### src/rtl/core/rbmf_pkg.sv
// ---------------------------------------------------------------------------
// rbmf_pkg
// Shared constants, types and the reciprocal table of the 5x5 RGB box mean
// filter.
// ---------------------------------------------------------------------------
package rbmf_pkg;

  localparam int MAX_WIDTH  = 2048;
  localparam int MAX_HEIGHT = 4096;
  localparam int RADIUS     = 2;
  localparam int WIN        = 2 * RADIUS + 1;
  localparam int LINES      = 2 * RADIUS;
  localparam int TAPS       = WIN * WIN;
  localparam int COL_W      = $clog2(MAX_WIDTH);
  localparam int SLOT_W     = $clog2(LINES);
  localparam int WREG_W     = 12;
  localparam int HREG_W     = 13;
  localparam int POS_W      = 26;
  localparam int RSUM_W     = 11;
  localparam int SUM_W      = 13;
  localparam int RECIP_K    = 18;
  localparam int RECIP_W    = RECIP_K + 1;
  localparam int PROD_W     = SUM_W + RECIP_W;

  // register indexes of the configuration port
  localparam logic CFG_WIDTH  = 1'b0;
  localparam logic CFG_HEIGHT = 1'b1;

  typedef struct packed {
    logic [7:0] r;
    logic [7:0] g;
    logic [7:0] b;
  } pix_t;

  typedef logic [TAPS-1:0][7:0] chan_win_t;

  // stage enables of one color lane
  typedef struct packed {
    logic en_row;
    logic en_add;
    logic en_mul;
  } lane_ctl_t;

  // ceil(2^18 / cnt) for every count a clipped window can have
  function automatic logic [RECIP_W-1:0] recip(input logic [4:0] cnt);
    logic [RECIP_W-1:0] m;
    m = '0;
    case (cnt)
      5'd1:    m = 19'd262144;
      5'd2:    m = 19'd131072;
      5'd3:    m = 19'd87382;
      5'd4:    m = 19'd65536;
      5'd5:    m = 19'd52429;
      5'd6:    m = 19'd43691;
      5'd8:    m = 19'd32768;
      5'd9:    m = 19'd29128;
      5'd10:   m = 19'd26215;
      5'd12:   m = 19'd21846;
      5'd15:   m = 19'd17477;
      5'd16:   m = 19'd16384;
      5'd20:   m = 19'd13108;
      5'd25:   m = 19'd10486;
      default: m = '0;
    endcase
    return m;
  endfunction

endpackage

### src/rtl/core/rbmf_lane.sv
// ---------------------------------------------------------------------------
// rbmf_lane
// One color lane: masked window sum in two stages, then reciprocal multiply.
// ---------------------------------------------------------------------------
module rbmf_lane (
  input  logic                          clk,
  input  rbmf_pkg::lane_ctl_t           ctl,
  input  rbmf_pkg::chan_win_t           win,
  input  logic [rbmf_pkg::TAPS-1:0]     mask,
  input  logic [rbmf_pkg::RECIP_W-1:0]  recip,
  output logic [7:0]                    mean
);

  logic [rbmf_pkg::WIN-1:0][rbmf_pkg::RSUM_W-1:0] row_r, row_nxt;
  logic [rbmf_pkg::SUM_W-1:0]                     sum_r, sum_nxt;
  logic [rbmf_pkg::PROD_W-1:0]                    prod_r;

  // sum each window row over its valid taps
  always_comb begin
    for (int i = 0; i < rbmf_pkg::WIN; i++) begin
      row_nxt[i] = '0;
      for (int d = 0; d < rbmf_pkg::WIN; d++) begin
        if (mask[i*rbmf_pkg::WIN+d]) begin
          row_nxt[i] = row_nxt[i] + rbmf_pkg::RSUM_W'(win[i*rbmf_pkg::WIN+d]);
        end
      end
    end
  end

  // add the row sums
  always_comb begin
    sum_nxt = '0;
    for (int i = 0; i < rbmf_pkg::WIN; i++) begin
      sum_nxt = sum_nxt + rbmf_pkg::SUM_W'(row_r[i]);
    end
  end

  always_ff @(posedge clk) begin
    if (ctl.en_row) row_r <= row_nxt;
    if (ctl.en_add) sum_r <= sum_nxt;
    if (ctl.en_mul) prod_r <= rbmf_pkg::PROD_W'(sum_r) * rbmf_pkg::PROD_W'(recip);
  end

  assign mean = prod_r[rbmf_pkg::RECIP_K +: 8];

endmodule

### config.mk
export PLATFORM = sky130hd
export DESIGN_NAME = rbmf_lane
export DESIGN_NICKNAME = d
export VERILOG_FILES = /design/src/rtl/core/rbmf_pkg.sv /design/src/rtl/core/rbmf_lane.sv
export SDC_FILE = /design/constraint.sdc
export NUM_CORES = 1
export LEC_CHECK = 0
export BUFFER_PORTS_ARGS = -buffer_cell sky130_fd_sc_hd__buf_2
export CORE_ASPECT_RATIO = 0.6
export CORE_MARGIN = 2
export CORE_UTILIZATION = 55
export DETAILED_ROUTE_END_ITERATION = 10
export PLACE_DENSITY = 0.77
export SYNTH_ARGS = -nofsm -noshare
export SYNTH_HDL_FRONTEND = slang
export SYNTH_SLANG_ARGS = --single-unit
### constraint.sdc
create_clock -name clk -period 7.61 [get_ports clk]
set_input_delay 0 -clock clk [delete_from_list [all_inputs] [get_ports clk]]
set_output_delay 0 -clock clk [all_outputs]
set_load 0.01 [all_outputs]
After elaboration in Yosys (flattened, before gate mapping)
Index checks and enable logic that the tools add are counted.
Widths: inputs -> output; s select.
- register bits: 94
- output and inout bits: 8
- add/subtract/negate cells: 24
- multipliers: 1
- mux-type cells: 25
- operators by type and width (operator ; number):
    $add 11x8->11 ; 20
    $mux 11 ; 20
    $mux 8 ; 5
    $add 13x11->13 ; 2
    $mul 13x19->26 ; 1
    $add 12x11->13 ; 1
    $add 11x11->12 ; 1

Logic depth before layout (Yosys ltp)
- word-level depth: 9
- gate-level depth with buffers: 30

Worst setup path before layout
Ideal clock, no wire load.
- path kind: flip-flop to flip-flop
- start point: register sum_r[1] (netlist bit)
- end point: register prod_r[25] (netlist bit) (data pin)
- setup time: 260 ps
- arrival time: 5331 ps
- data required time: 7350 ps
- path slack: 2019 ps
- stages on the path, launching flop included: 21
- period minus slack after synthesis: 5591 ps
- path through: edfxtp_1 -> clkbuf_1 -> clkbuf_1 -> nand2_1 -> fa_1 -> inv_1 -> fa_1 -> fa_1 -> inv_1 -> fa_1 -> inv_1 -> fa_1 -> ha_1 -> a21oi_1 -> o21ai_0 -> a2111oi_0 -> nand3_1 -> a311o_1 -> a31o_2 -> a21oi_1 -> xnor2_1
- cells in the longest elaborated chain, start to end: 1
- ends and longest elaborated chain (what ; RTL line ; source):
    start: declaration ; rbmf_lane.sv:15 ; logic [rbmf_pkg::SUM_W-1:0] sum_r, sum_nxt;
    start signal: assignment ; rbmf_lane.sv:40 ; if (ctl.en_add) sum_r <= sum_nxt;
    $mul 13x19->26 ; rbmf_lane.sv:41 ; if (ctl.en_mul) prod_r <= rbmf_pkg::PROD_W'(sum_r) * rbmf_pkg::PROD_W'(recip);
    end signal: assignment ; rbmf_lane.sv:41 ;
    end: declaration ; rbmf_lane.sv:16 ; logic [rbmf_pkg::PROD_W-1:0] prod_r;
Every way passes these cells.
A chain may end at the register's enable or synchronous reset.

Worst setup path in the final report
- start point: register sum_r[7] (netlist bit)
- end point: register prod_r[25] (netlist bit) (data pin)
The elaborated chain is that of the path after synthesis.

==> results.md <==
* Fin. Hold Viols at 0
* Total number of clock tree sinks at 76
* Gpl congestion at 0.898
* Crit path capture: prod_r[25]$_DFFE_PP_
* Std-Cell Rows at 52
* CP max FO at 19
* Cts bufs inserted at 9
* CTS Buffer Depth at 2
* IO Pins at between 200 and 300
* Setup Fix Bufs, Post-CTS at 0
* Post-route ant nets at 0
* Latest clock arrival within the worst-skew pair at 350 ps
* Worst slew pin tran at between 1000 and 1500 ps
* Synthesized area at 0.0188 sq mm
* DR pass1 iterations at 5
* Post_cts resized at 0
* Max-slew violations at 0
* Status: finished clean
* Avg Synthesized Cell Area at a little under 9 sq um
* FF-to-FF setup slack at between 1000 and 1500 ps
* HP Class: input port to register
* Relative slew slack at 20.1%
* Crit path arrival time at 6430 ps
* Yosys cell types at 76
* RR Endpoint: prod_r[25]$_DFFE_PP_
* Die footprint at 0.0358 sq mm
* Port Buffers at approximately 260
* Layout area overhead at 10.2%
* Nets@finish at around 3k
* DRT Wirelength at 46,400 um
* Post-synthesis register bit count at 76
* Initial Util at between 50% and 60%
* Final setup fails at 0
* CP endpoint kind: register
* Vias in the first global route at 15.7k
* Drt wl/cell at approximately 17 um
* R2r startpoint: sum_r[7]$_DFFE_PP_
* Proportion of layout cells with a drive suffix above 1 at between 10% and 20%
* RSZ-0062 raised after global routing: false
* Core Area at 0.0337 sq mm
* Syn Inst Count at between 2k and 2.5k
* Main flop type after synthesis: edfxtp_1
* DPL Wire Length at 39,400 um
* Vias/cell at ~5.6
* Syn Nets at 2,828
* Gr usage total at 26.4%
* Max_cap viols at 0
* Max Freq at 158 MHz
* Yosys warns at 0
* CP Launch Type: register
* Die Ht at 147 um
* Reg2Reg Depth at 17
* First-pass GRT wire length at 77,000 um
* CTS tree: yes
* Number of synthesized flops with an enable pin at 76
* Fin crit share at 83.3%
* Asr flop ratio synth at 0%
* Req. time, crit path at 7700 ps
* CP startpoint: sum_r[7]$_DFFE_PP_
* Hold buffers post-CTS at 0
* Initial DRC Count at 1,069
* WHS at approximately 19 ps
* Setup Skew at 8.59 ps
* Clk slew on worst S/H paths at 70 ps
* Tmin final at 6340 ps
* Vias at 15.7k
* Critical path class: register to register
* DRC Markers at 0
* Clock root buffer: clkbuf_16
* Setup_tns at 0 ps
* Initial antenna violation count at 7
* Total congestion overflow at 0
* Largest net degree at the start of global routing at 56
* Sequential area share after synthesis at 12.1%
* Chip width at ~240 um
* H-tree Lvls at 3
Yosys cell counts, drive strengths merged (9+ instances only):
| cell type | number | area share (%) |
|---|---|---|
| inv | 266 | 5.3 |
| nand2 | 242 | 4.8 |
| fa | 225 | 24 |
| ha | 219 | 15 |
| nor2 | 139 | 2.8 |
| and2 | 107 | 3.6 |
| o21ai | 103 | 2.8 |
| a21oi | 100 | 2.7 |
| xnor2 | 91 | 4.4 |
| edfxtp | 76 | 12 |
| o21a | 58 | 2.3 |
| mux2 | 57 | 3.5 |
| clkbuf | 53 | 1.1 |
| a21o | 50 | 2.0 |
| a211oi | 36 | 1.5 |
| xor2 | 35 | 1.7 |
| nor2b | 34 | 1.1 |
| nor3 | 32 | 0.85 |
| mux2i | 21 | 1.1 |
| o31ai | 20 | 0.82 |
| o31a | 18 | 0.84 |
| a31oi | 15 | 0.50 |
| nand3 | 14 | 0.37 |
| o211ai | 13 | 0.52 |
| nand2b | 12 | 0.40 |
| buf | 9 | 0.28 |
per-layer routing:
metal / part of all wire [%] / vias to the layer above / track usage [%]
met5: 0.086 / - / 0
met4: 1.3 / 6 / 4.66
met3: 6.7 / 49 / 4.55
met2: 44 / 477 / 41.7
met1: 48 / 7546 / 38.6
li1: - / 7655 / -
cells in the final DEF (no fill, tap or decap), types with 6 or more instances in the layout:
cell type,Yosys,final
nor3_1,32,32
o211ai_1,13,13
nor2b_1,34,34
nor2_1,139,139
and2_1,107,107
and3_1,6,6
a31oi_1,15,15
buf_2,3,255
o21a_1,58,58
edfxtp_1,76,76
clkbuf_16,0,9
o21bai_1,7,7
o21ai_0,99,99
a21oi_1,100,100
nand2b_1,12,12
xor2_1,34,34
nand3_1,14,14
ha_1,219,219
fa_1,225,225
mux2i_1,21,21
xnor2_1,88,88
o31ai_1,19,19
inv_1,265,265
nand2_1,242,242
a21o_1,50,50
a211oi_1,35,35
nand4_1,6,6
o31a_1,18,18
mux2_2,55,55
a21boi_0,6,6
layout make-up:
class	instances	area, sq um
multi-input combinational	1731	15300
fill	2958	13000
sequential	76	2280
timing repair buffer	255	1280
inverter	267	1000
tap	459	574
clock buffer	9	225
clock inverter	7	92.6
antenna	4	10.0
worst min-delay path by stage:
stage	start	to	slack, ps	cells past startpoint
5_1_grt	ctl[0]	prod_r[20]$_DFFE_PP_	20	1
3_3_place_gp	ctl[0]	prod_r[20]$_DFFE_PP_	370	1
2_1_floorplan	ctl[0]	prod_r[18]$_DFFE_PP_	110	0
3_5_place_dp	ctl[0]	prod_r[20]$_DFFE_PP_	380	1
4_1_cts	ctl[0]	prod_r[20]$_DFFE_PP_	10	1
6_report	ctl[0]	prod_r[20]$_DFFE_PP_	20	1
sequential cells by signal, summed over array words and instances (netlist names):
| name | cells |
|---|---|
| row_r | 55 |
| sum_r | 13 |
| prod_r | 8 |
critical path, stage by stage, from the launching register on:
cell       delay (ps)
edfxtp_1          730
and2_1            340
fa_1              530
inv_1              50
fa_1              560
fa_1              430
fa_1              490
inv_1              50
fa_1              450
ha_1              320
a21oi_1           130
o21ai_0           110
a2111oi_0         590
nand3_1           370
a311o_1           410
a31o_2            260
a21oi_1           170
xnor2_1            80
stage by stage:
step | instances | cell area (sq um) | worst slack, ps | util [%]
detailed placement | 2788 | 20400 | 1420 | 60.6
floorplan | 2136 | 18800 | 2020 | -
global route | 2807 | 20700 | 1010 | 61.5
CTS | 2804 | 20700 | 1390 | 61.5
finish | 2808 | 20700 | 1270 | 61.5
global placement | 2788 | 20400 | 1450 | 60.6
cell families after synthesis:
family                     synth area share, %
xor gates and xnor gates                  6.03
muxes                                     4.57
AOI/OAI and AO/OA                         17.1
adders and majority gates                 38.6
buffers and inverters                     6.66
DFF                                       12.1
and+or+nand+nor                           15.0
Power is left out: the tool's default activity adds up to more than one toggle a clock period on the data nets, which glitch-free logic cannot reach.
